## src/rtl/htwd_pkg.sv

```systemverilog
// shared constants, types and codes of the huffman tree-walk decoder
package htwd_pkg;

    localparam int NODE_DEPTH = 512;
    localparam int COUNT_BITS = 24;
    localparam int NODE_AW    = $clog2(NODE_DEPTH);
    localparam int IDX_W      = 9;
    localparam int SYM_W      = 8;
    localparam int CFG_W      = 24;
    localparam int BYTE_BITS  = 8;
    localparam int IN_DATA_W  = 48;
    localparam int OUT_DATA_W = 8;
    localparam int TYPE_W     = 2;

    localparam logic [2:0] LAST_BIT = 3'(BYTE_BITS - 1);

    localparam logic KIND_NODE = 1'b0;
    localparam logic KIND_BYTE = 1'b1;

    localparam logic [TYPE_W-1:0] RES_SYMBOL = 2'd0;
    localparam logic [TYPE_W-1:0] RES_OK     = 2'd1;
    localparam logic [TYPE_W-1:0] RES_BAD    = 2'd2;

    typedef struct packed {
        logic             leaf;
        logic [SYM_W-1:0] sym;
        logic [IDX_W-1:0] one;
        logic [IDX_W-1:0] zero;
    } node_t;

    localparam int NODE_W = $bits(node_t);

    typedef struct packed {
        logic       take;
        logic       step;
        logic       flush;
        logic       status;
        logic [2:0] bit_sel;
    } dp_cmd_t;

    typedef struct packed {
        logic is_byte;
        logic walk;
        logic leaf;
        logic hit;
        logic pend_valid;
        logic out_free;
        logic fin;
    } dp_stat_t;

endpackage

```

## src/rtl/htwd_ctrl.sv

```systemverilog
// controller state machine sequencing the bit walk and result delivery
module htwd_ctrl
    import htwd_pkg::*;
(
    input  logic     aclk,
    input  logic     aresetn,
    input  logic     s_tvalid,
    output logic     s_tready,
    input  dp_stat_t stat,
    output dp_cmd_t  cmd
);

    localparam logic [1:0] ST_IDLE   = 2'd0;
    localparam logic [1:0] ST_WALK   = 2'd1;
    localparam logic [1:0] ST_END    = 2'd2;
    localparam logic [1:0] ST_STATUS = 2'd3;

    logic [1:0] state_reg, state_next;
    logic [2:0] bit_reg, bit_next;

    always_comb begin
        state_next  = state_reg;
        bit_next    = bit_reg;
        cmd         = '0;
        cmd.bit_sel = bit_reg;
        s_tready    = (state_reg == ST_IDLE);
        unique case (state_reg)
            ST_IDLE: begin
                if (s_tvalid) begin
                    cmd.take = 1'b1;
                    if (stat.is_byte) begin
                        bit_next   = '0;
                        state_next = stat.walk ? ST_WALK : ST_END;
                    end
                end
            end
            ST_WALK: begin
                if (!stat.leaf || !stat.pend_valid || stat.out_free) begin
                    cmd.step = 1'b1;
                    if ((stat.leaf && stat.hit) || (bit_reg == LAST_BIT)) begin
                        state_next = ST_END;
                    end else begin
                        bit_next = bit_reg + 3'd1;
                    end
                end
            end
            ST_END: begin
                if (!stat.pend_valid || stat.out_free) begin
                    cmd.flush  = 1'b1;
                    state_next = stat.fin ? ST_STATUS : ST_IDLE;
                end
            end
            ST_STATUS: begin
                if (stat.out_free) begin
                    cmd.status = 1'b1;
                    state_next = ST_IDLE;
                end
            end
            default: begin
                state_next = ST_IDLE;
            end
        endcase
    end

    always_ff @(posedge aclk) begin
        if (!aresetn) begin
            state_reg <= ST_IDLE;
            bit_reg   <= '0;
        end else begin
            state_reg <= state_next;
            bit_reg   <= bit_next;
        end
    end

endmodule

```

## config.mk

```make
export PLATFORM = sky130hd
export DESIGN_NAME = htwd_ctrl
export DESIGN_NICKNAME = d
export VERILOG_FILES = /design/src/rtl/htwd_pkg.sv /design/src/rtl/htwd_ctrl.sv
export SDC_FILE = /design/constraint.sdc
export NUM_CORES = 1
export LEC_CHECK = 0
export BUFFER_PORTS_ARGS = -buffer_cell sky130_fd_sc_hd__buf_2
export CORE_AREA = 10 10 47 49
export DETAILED_ROUTE_END_ITERATION = 16
export DIE_AREA = 0 0 57 59
export PLACE_DENSITY = 0.61
export REMOVE_ABC_BUFFERS = 1
export SYNTH_ARGS = -nofsm -noshare
export SYNTH_HDL_FRONTEND = slang
export SYNTH_SLANG_ARGS = --single-unit
export TNS_END_PERCENT = 50
```

## constraint.sdc

```tcl
create_clock -name aclk -period 2.3 [get_ports aclk]
set_input_delay 0 -clock aclk [delete_from_list [all_inputs] [get_ports aclk]]
set_output_delay 0 -clock aclk [all_outputs]
set_load 0.01 [all_outputs]
```

# After elaboration in Yosys (flattened, before gate mapping)
# Cells that the tools add are included.
# classes
addsub	1
n_eq_ne	11
n_reduce_logical	11
muxes	22
# op_table
operator	n
2-bit 2-to-1 mux	8
3-bit 2-to-1 mux	4
2-bit != test, second input constant	6
1-bit 2-to-1 mux	8
2-bit one-hot mux with 4 select lines	1
3-bit one-hot mux with 2 select lines	1
6-bit AND reduction	1
5-bit AND reduction	1
2-bit equality test, second input constant	2
1-bit logical OR	4
3-bit by 1-bit adder with 3-bit output, second input constant	1
3-bit equality test, second input constant	1
2-bit by 1-bit equality test with 1-bit output, second input constant	1
1-bit logical NOT	2
2-bit logical NOT	1
2-bit by 1-bit != test with 1-bit output, second input constant	1
2-bit nonzero test	1
1-bit logical AND	1
# word_totals
elab_cells	47
input_bits	10
output_inout_bits	8
regBits	5

# Depth between registers and ports, before layout
# Gate-level depths: netlist (run 1).
# logic_depth
word_depth	5
ltp_mapped	6
depth_no_buf	6

# Worst setup path after synthesis (run 1)
# No wires, ideal clock.
# synth_path
path_kind	reg2reg
startpoint	register bit_reg[0]
endpoint	register bit_reg[1]
n_path_buf	0
arrival_time_ns	1.381
setup_slack_ns	0.803
required_time_ns	2.183
period_less_slack_ns	1.497
path_stages_with_launch	7
setup_ns	0.117
cell_sequence	dfxtp_1 ha_1 ha_1 or2_0 o22ai_2 o21ai_0 a22o_1
# synth_via
elab_chain_cells	4
elab_cells_between_ends	8
cone_classes	add/sub (1); eq/ne (2); mux (3); reduce/logical (2)
# synth_lines
item	line_no	source
from (decl)	htwd_ctrl.sv:19	logic [2:0] bit_reg, bit_next;
from (signal assigned)	htwd_ctrl.sv:71	bit_reg <= bit_next;
3-bit by 1-bit adder with 3-bit output or 3-bit equality test (tied branches)	htwd_ctrl.sv:43, htwd_ctrl.sv:40	
3-bit 2-to-1 mux or 1-bit logical OR (tied branches)	htwd_ctrl.sv:40	if ((stat.leaf && stat.hit) || (bit_reg == LAST_BIT)) begin
3-bit 2-to-1 mux or 2-bit != test (tied branches)	--	
3-bit one-hot mux with 2 select lines or 5-bit AND reduction (tied branches)	--	
# Several ways; a longest one is shown, not always the timed one. The select of a mux whose other input is x is not followed.
# A chain may end at the register's enable or synchronous reset.

# Worst setup path in the final report (run 1)
# Ends and elaborated chain as after synthesis.

==> results of run 1 <==
## logic make-up (layout without fill, tap and decap cells)
| group | after synthesis | after routing |
|---|---|---|
| fa+ha+maj | 2 | 2 |
| simple gates | 17 | 17 |
| compound gates | 19 | 19 |
| flops | 5 | 5 |
| buf+inv | 4 | 23 |
## area by class of cell
type / instances / share of cell area
Clock buffer: 4 / 0.0529
Timing Repair Buffer: 17 / 0.171
Inverter: 2 / 0.0151
Multi-Input combinational cell: 38 / 0.519
Sequential cell: 5 / 0.202
Tap cell: 16 / 0.0403
## layer usage
layer  global-route usage  vias to the layer above  wire length, µm
met5                    0                        -                0
met4               0.0705                        0                0
met3               0.0279                        0               67
met2               0.0667                       16              380
met1               0.0723                      155              528
li1                     -                      213                -
## metrics by stage
stage                      util  setup slack [ps]  hold slack, ps  cells
after CTS                 0.354               723            13.3     82
final                     0.354               733            23.1     82
after global routing      0.354               599            24.8     82
after floorplan               -               803            77.5     45
after global placement    0.336               789             273     78
after detailed placement  0.336               731             270     78
## cells in the mapped netlist, drive strengths merged, types with 2 or more instances
cell type / count / area (µm²)
or2: 2 / 12.5
a22o: 2 / 17.5
inv: 2 / 7.51
ha: 2 / 25.0
nor2: 3 / 11.3
a21oi: 4 / 20.0
dfxtp: 5 / 100
nand2: 3 / 11.3
o21ai: 5 / 25.0
a31oi: 2 / 12.5
nor2b: 2 / 20.0
## worst max-delay path: cells and delay by family, from the launching register on
| family | cells | cell delay [ps] |
|---|---|---|
| adders and majority gates | 2 | 420 |
| DFF | 1 | 330 |
| and+or+nand+nor | 1 | 220 |
| AOI/OAI and AO/OA | 3 | 480 |
## power by group through the flow
stage	Clock (mW)	Combinational, mW	Sequential, mW
CTS	0.105	0.0678	0.105
finish	0.100	0.0669	0.105
detailed placement	0	0.0674	0.106
floorplan	0	0.0407	0.104
global route	0.115	0.0753	0.107
global placement	0	0.0678	0.106
## worst paths after layout
| kind | startpoint | depth (start not counted) | endpoint | slack (ps) |
|---|---|---|---|---|
| setup / recovery | bit_reg[0] | 6 | bit_reg[1] | 730 |
| hold / removal | aresetn | 3 | bit_reg[0] | 20 |
| hold reg to reg | bit_reg[2] | 1 | bit_reg[2] | 500 |
| setup reg to reg | bit_reg[0] | 6 | bit_reg[1] | 730 |
==> out/results.txt, run 1 <==
DIE HEIGHT = 59 µm
All-layer global routing usage = 0.0596
Multi-input gate area in the final layout = 258 µm²
Most frequent cells in the layout = buf_2 (17), o21ai_0 (5), dfxtp_1 (5)
Final #Nets = 79
Max FFs per register = 3
Clock Tree Root = clkbuf_4
IO buf count = 17
CP max stage cell = dfxtp_1
Yosys cell types = 28
Worst Setup End Kind = flip-flop
Setup CP Type = flip-flop to flip-flop
DR vias = 384
Post-synthesis sequential area ratio = 0.265
Most common cell on crit path = ha_1
Minimum clock period = 1570 ps
ANT cells = 0
Number of synthesized flops with an enable pin = 0
CTS tree = done
Ports = 18
Crit path max fanout = 5
Leak pwr = 0.249 nW
DRC viols = 0
Mapped Avg Cell Area = 8.04 µm²
Clock power share = 0.369
Synth-to-Final Area Change = 31.5%
Fmax = 638 MHz
Max stage delay on crit path = 330 ps
Clock buffer depth = 2
Final setup vio count = 0
Most common library cell in the layout ignoring fill and taps = buf_2
Tcrit/Tclk final = 0.681
Largest net degree at the start of global routing = 16
Synth Area in Simple Gates = 0.275
Design Power = 272 µW
Postcts setup bufs = 0
Placed Area = 470 µm²
Final wirelength = 975 µm
Synthesized cell area = 378 µm²
Clock sink count = 5
Final max-slew violation count = 0
FP Rows = 14
Synth Area in Compound Gates = 0.341
Flops & latches, synth = 5
CP Launch Type = flip-flop
First-pass GRT wire length = 1550 µm
Post-cts gate resize count = 0
Via density = 4.68
Clock transition at path regs = 40 ps
Adder-cell share of the synthesized area = 0.0662
Final Hold Fails = 0
CTS Hold Bufs = 0
Number of global-route vias before repair = 395
Layout cells sized above 1 = 0.348
Max-cap viol count = 0
Post-Synth XOR/XNOR Area = 0
Synth warnings = 0
Flip-flop and latch area = 100 µm²
Slew HR = 0.706
Clock Skews = 1.01 ps
Logic gate share of total power = 0.246
Grt ovf = 0
Initial antenna violation count = 0
Hold/Removal Path Class = input port to flip-flop
Inserted Clock Buffers = 3
# fillers = 163
GPL Wtd Cong = 0.797
Required time of the critical path = 2430 ps
PwrDens = 548 nW/µm²
Flop pwr share = 0.385
Iteration-0 DRC Markers = 10
CP Cell Sequence = ha_1 > ha_1 > or2_0 > o22ai_2 > o21ai_0 > a22o_1
Post-synthesis cell count = 47
Internal power = 191 µW
Die Area = 3360 µm²
Sw frac = 0.298
Clock Latency Late Sink = 240 ps
Core area = 1400 µm²
CTS H-tree lvls = 1
Initial core utilization = 0.270
DP Wirelength = 789 µm
Fraction of registers with async set/reset = 0
Ys flop type = dfxtp_1
Post-route ant nets = 0
Die width = 57 µm
WL/cell = 11.9 µm
Status = finished, final reports clean
VDD IR-drop max = 0.172 mV
DR pass1 iterations = 4
Fin area = 497 µm²
Largest family of logic cells by synthesized area = compound AO/OA/AOI/OAI gates
Post-synthesis mux area share = 0
Setup_tns = 0 ps
WP data arrival = 1700 ps
Worst-margin pin slew = 441 ps
P_sw = 81.1 µW
RSZ-0062 raised after global routing = no
No activity file was read; power rests on OpenSTA's default activity.
==> inputs of run 2 (changes only) <==
- clock period: 2.3 -> 1.5 ns (I/O delays scaled with it)
==> run 2 against run 1 <==
Against the previous run: die area did not move; final area up 12%; count of clock-buffer cells in the layout stayed put; register-to-register slack lost 680 ps; global-route usage rose by 0.26 points; total power up 57%; critical path depth is the same; first-iteration DRC count is 80% lower; combinational power up 76%; sequential power rose by 49%; worst setup slack got worse by 680 ps; non-clock buffer count grew 4.
==> out/results.txt, run 2 (synthesized netlist as in run 1, its figures left out) <==
Status = finished, final reports clean
Initial antenna violation count = 0 (unchanged)
Clock Tree Root = clkbuf_4
Iteration-0 DRC Markers = 2 (-8)
Max-cap viol count = 0 (unchanged)
WP data arrival = 1620 ps (-80 ps)
All-layer global routing usage = 0.0622 (+0.00264)
First-pass GRT wire length = 1630 µm (+4.9%)
GPL Wtd Cong = 0.783 (-1.8%)
WL/cell = 12.4 µm (+4.2%)
Worst-margin pin slew = 349 ps (-91.9 ps)
# fillers = 161 (-1.2%)
Most frequent cells in the layout = buf_2 (17), a21oi_1 (4), o21ai_0 (4), buf_4 (4)
Clock Latency Late Sink = 240 ps (about the same)
Worst R2R Start = bit_reg[0]
IO buf count = 17 (unchanged)
Via density = 4.78 (+2.1%)
Clock transition at path regs = 40 ps (about the same)
Final setup vio count = 0 (unchanged)
Die Area = 3360 µm² (unchanged)
Synth-to-Final Area Change = 46.7%
HP Start = aresetn
Setup_tns = 0 ps (unchanged)
Hold/Removal Path Class = input port to flip-flop
Clock sink count = 5 (unchanged)
Grt ovf = 0 (unchanged)
Final Hold Fails = 0 (unchanged)
DR vias = 411 (+7.0%)
RSZ-0062 raised after global routing = yes
Final #Nets = 83 (+5.1%)
Slew HR = 0.767 (+0.0613)
Fmax = 692 MHz (+8.5%)
Final Util = 0.396 (+0.0411)
Largest net degree at the start of global routing = 14 (-2)
Post-route ant nets = 0 (unchanged)
Crit path max fanout = 4 (-1)
Core area = 1400 µm² (unchanged)
VDD IR-drop max = 0.288 mV (+67%)
Leak pwr = 0.267 nW (+7.2%)
Crit path launch = bit_reg[0]
Clock Skews = 2.09 ps (+1.07 ps)
Tcrit/Tclk final = 0.963 (+0.282)
DRC viols = 0 (unchanged)
Worst R2R Setup Slack = 60 ps (-680 ps)
CTS H-tree lvls = 1 (unchanged)
DR pass1 iterations = 4 (unchanged)
Ports = 18 (unchanged)
CTS tree = done
PwrDens = 773 nW/µm² (+41%)
Worst R2R End = bit_reg[1]
Required time of the critical path = 1680 ps (-750 ps)
Max FFs per register = 3 (unchanged)
CP Launch Type = flip-flop
Number of global-route vias before repair = 415 (+5.1%)
Clock buffer depth = 2 (unchanged)
DP Wirelength = 841 µm (+6.7%)
DIE HEIGHT = 59 µm (unchanged)
Hold path endpoint = bit_reg[0]
Worst Setup End Kind = flip-flop
Inserted Clock Buffers = 3 (unchanged)
Final max-slew violation count = 0 (unchanged)
Layout cells sized above 1 = 0.443 (+0.0944)
FP Rows = 14 (unchanged)
Initial core utilization = 0.270 (unchanged)
Most common library cell in the layout ignoring fill and taps = buf_2
Hold path cells = 3 (unchanged)
Final wirelength = 1070 µm (+9.2%)
Setup CP Type = flip-flop to flip-flop
Minimum clock period = 1440 ps (-122 ps)
Die width = 57 µm (unchanged)
ANT cells = 0 (unchanged)
Reg2reg path depth = 6 (unchanged)
## run 2: power breakdown
| group | leakage (nW) | total [mW] | switching (mW) | internal (mW) |
|---|---|---|---|---|
| clock network | 0.0150 | 0.155 | 0.0540 | 0.101 |
| registers | 0.0416 | 0.156 | 0.0147 | 0.142 |
| logic | 0.211 | 0.118 | 0.0590 | 0.0585 |
| total | 0.267 | 0.428 | 0.128 | 0.301 |
## run 2: per-layer routing
metal | GRT usage | wire length (µm)
met1 | 0.0665 | 494
met3 | 0.0279 | 80
met4 | 0.0705 | 0
met5 | 0 | 0
met2 | 0.0837 | 489
## run 2: how the worst max path moves through the flow
stage	endpoint
6_report	bit_reg[1]
3_3_place_gp	bit_reg[2]
5_1_grt	bit_reg[1]
3_5_place_dp	bit_reg[1]
4_1_cts	bit_reg[1]
2_1_floorplan	bit_reg[2]
## run 2: critical path: stages (launching register included)
cell	delay, ps
dfxtp_2	330
ha_4	160
ha_4	150
or2_1	230
o22ai_2	160
and4b_1	230
a22o_1	130
## run 2: repair_timing
item,in CTS,in global routing
hold buffers,0,0
endpoints found under the setup margin,0,4
gates resized for setup,0,8
buffers inserted,0,0
## run 2: per-stage QoR
step                      instances  hold WS, ps  area (µm²)  worst slack [ps]  power, mW
after detailed placement         82          283         500              43.4      0.274
after CTS                        86         26.0         527              26.4      0.437
final                            86         24.5         554              55.3      0.428
after global placement           82          273         500              56.0      0.273
after floorplan                  45         77.5         365              2.72      0.221
after global routing             86         31.5         554             -34.9      0.457
## run 2: cell type report
type / count / area, µm² / share of cell area
timing repair buffer: 21 / 115 / 0.208
multi-input combinational: 38 / 283 / 0.510
sequential: 5 / 103 / 0.185
tap: 16 / 20.0 / 0.0361
inverter: 2 / 7.51 / 0.0135
clock buffer: 4 / 26.3 / 0.0474
==> inputs of run 3 (changes only) <==
- ABC_AREA: not set -> 1
- PLACE_DENSITY: 0.61 -> 0.67
- SLEW_MARGIN: not set -> 20
==> run 3 against run 2 <==
Against the previous run: cell count rose by 21%; worst setup slack improved by 91 ps; total power rose to 2.8 times the previous value; combinational power rose to 6.2 times the previous value; register-to-register slack improved by 90 ps; non-clock buffer count fell by 4; clock skew fell by 1.4 ps; global-route usage rose by 0.054 points; wire length rose by 1.9%; critical endpoint is now bit_reg[0]; largest cell class unchanged; largest power group is now combinational logic; highest routed layer is now met4.
==> out/results.txt, run 3 <==
Place WS = 101 ps (+58.0 ps)
CP Cell Sequence = ha_1 > ha_1 > inv_1 > nand2_1 > nand2_1 > nand2_2 > nor2_4 > nand2_1 > nand2_1 > nor2_1
Initial antenna violation count = 0 (unchanged)
DRC viols = 0 (unchanged)
Most common cell on crit path = nand2_1
Hold slack = 19.4 ps (-5.15 ps)
Postcts setup bufs = 0 (unchanged)
Ys flop type = dfxtp_1
Fin area = 573 µm² (+3.4%)
Ports = 18 (unchanged)
Fmax = 739 MHz (+6.7%)
Clock buffer depth = 2 (unchanged)
Top-area cell type share of the netlist area = 0.225 (-0.0402)
Final max-slew violation count = 0 (unchanged)
Die Area = 3360 µm² (unchanged)
Crit path launch = bit_reg[0]
Placed cell count = 100 (+22%)
Worst R2R End = bit_reg[0]
GPL Wtd Cong = 0.748 (-4.4%)
CP Capture Point = bit_reg[0]
Number of global-route vias before repair = 418 (+0.72%)
Slew HR = 0.745 (-0.0224)
Reg2reg path depth = 10 (+4)
Cell taking the most area after synthesis = dfxtp_1
Most frequent cells in the layout = nand2_1 (17), buf_2 (17), nor2_1 (12)
Via density = 4.46 (-6.6%)
Iteration-0 DRC Markers = 14 (+12)
Ranking of synthesized cells by area = dfxtp_1 (22%), nand2_1 (15%), nand2_4 (10%)
HP Start = aresetn
Crit path max fanout = 4 (unchanged)
ANT cells = 0 (unchanged)
Worst-margin pin slew = 382 ps (+33.5 ps)
CP Launch Type = flip-flop
VDD IR-drop max = 0.915 mV (+220%)
Synth cell count leaders = nand2_1 (18), nor2_1 (12), inv_1 (7)
Largest net degree at the start of global routing = 9 (-5)
Setup_tns = 0 ps (unchanged)
Final Util = 0.409 (+0.0134)
Synthesized cell area = 445 µm² (+18%)
Clock Skews = 0.696 ps (-1.39 ps)
Hold/Removal Path Class = input port to flip-flop
IO buf count = 17 (unchanged)
Clock Tree Root = clkbuf_4
Fraction of registers with async set/reset = 0 (unchanged)
All-layer global routing usage = 0.0628 (+0.000541)
WP data arrival = 1490 ps (-130 ps)
Worst R2R Start = bit_reg[0]
Setup slack after layout = 147 ps (+91.3 ps)
Max-cap viol count = 0 (unchanged)
Post-synthesis cell count = 68 (+45%)
Clock Latency Late Sink = 240 ps (about the same)
FP Rows = 14 (unchanged)
Synth warnings = 0 (unchanged)
Worst R2R Setup Slack = 150 ps (+90 ps)
Layout cells sized above 1 = 0.386 (-0.0565)
CP max stage cell = dfxtp_1
Inserted Clock Buffers = 3 (unchanged)
CTS Hold Bufs = 0 (unchanged)
Post-route ant nets = 0 (unchanged)
Setup CP Type = flip-flop to flip-flop
Yosys cell types = 19 (-32%)
Number of synthesized flops with an enable pin = 0 (unchanged)
CTS H-tree lvls = 1 (unchanged)
Max stage delay on crit path = 330 ps (about the same)
DR vias = 464 (+13%)
CTS tree = done
Flops & latches, synth = 5 (unchanged)
PwrDens = 2060 nW/µm² (+170%)
Required time of the critical path = 1640 ps (-40 ps)
Post-synthesis sequential area ratio = 0.225 (-0.0402)
DP Wirelength = 891 µm (+5.9%)
Placed Area = 539 µm² (+7.7%)
Grt ovf = 0 (unchanged)
Die width = 57 µm (unchanged)
Top-count cell post-synth = nand2_1
DR pass1 iterations = 4 (unchanged)
Synth-to-Final Area Change = 28.7%
Status = finished, final reports clean
Mapped Avg Cell Area = 6.55 µm² (-19%)
Initial core utilization = 0.318 (+0.0482)
Worst Setup End Kind = flip-flop
Post-Layout Cell Count = 104 (+21%)
Final Hold Fails = 0 (unchanged)
Final wirelength = 1090 µm (+1.9%)
WL/cell = 10.4 µm (-16%)
Clock transition at path regs = 40 ps (about the same)
Final setup vio count = 0 (unchanged)
Final #Nets = 101 (+22%)
Design Power = 1.18 mW (+180%)
Max FFs per register = 3 (unchanged)
Minimum clock period = 1350 ps (-91.3 ps)
Clock sink count = 5 (unchanged)
Tcrit/Tclk final = 0.902 (-0.0609)
DIE HEIGHT = 59 µm (unchanged)
RSZ-0062 raised after global routing = no
First-pass GRT wire length = 1750 µm (+7.2%)
Core area = 1400 µm² (unchanged)
Leak pwr = 0.317 nW (+19%)
[run 3: logic make-up after synthesis]
kind of cell    share of synthesized area
fa+ha+maj                          0.0562
simple gates                        0.553
buf+inv                             0.101
compound gates                     0.0646
flops                               0.225
[run 3: final cells by class]
type                            instances  area [µm²]
Inverter                                9        33.8
Tap cell                               16        20.0
Timing Repair Buffer                   17        85.1
Sequential cell                         5         100
Multi-Input combinational cell         53         308
Fill cell                             168         828
Clock buffer                            4        26.3
[run 3: worst min-delay path by stage]
stage              endpoint  cells past startpoint
2_1_floorplan        cmd[4]                      1
3_3_place_gp     bit_reg[0]                      3
3_5_place_dp     bit_reg[2]                      3
4_1_cts          bit_reg[2]                      3
5_1_grt        state_reg[0]                      3
6_report         bit_reg[2]                      3
[run 3: critical path, delay by kind of cell (launching register included)]
kind / cells / cell delay, ps
buffers and inverters: 1 / 40
adder cells (fa/ha/maj): 2 / 370
flip-flops: 1 / 330
AND/OR/NAND/NOR: 7 / 510
[run 3: report_power, final]
group	internal, mW	switching [mW]
Combinational	0.304	0.428
Sequential	0.198	0.0931
Clock	0.101	0.0559
[run 3: what timing repair did]
| item | in CTS | in global routing |
|---|---|---|
| gates resized for setup | 0 | 2 |
| endpoints found under the setup margin | 0 | 3 |
| hold endpoints to repair | 0 | 0 |
[run 3: metal layers]
layer	global-route usage	part of all wire	vias to the layer above
li1	-	-	251
met1	0.0752	0.46	198
met2	0.0884	0.45	13
met3	0.0215	0.074	2
met4	0.0503	0.011	0
met5	0	0	-
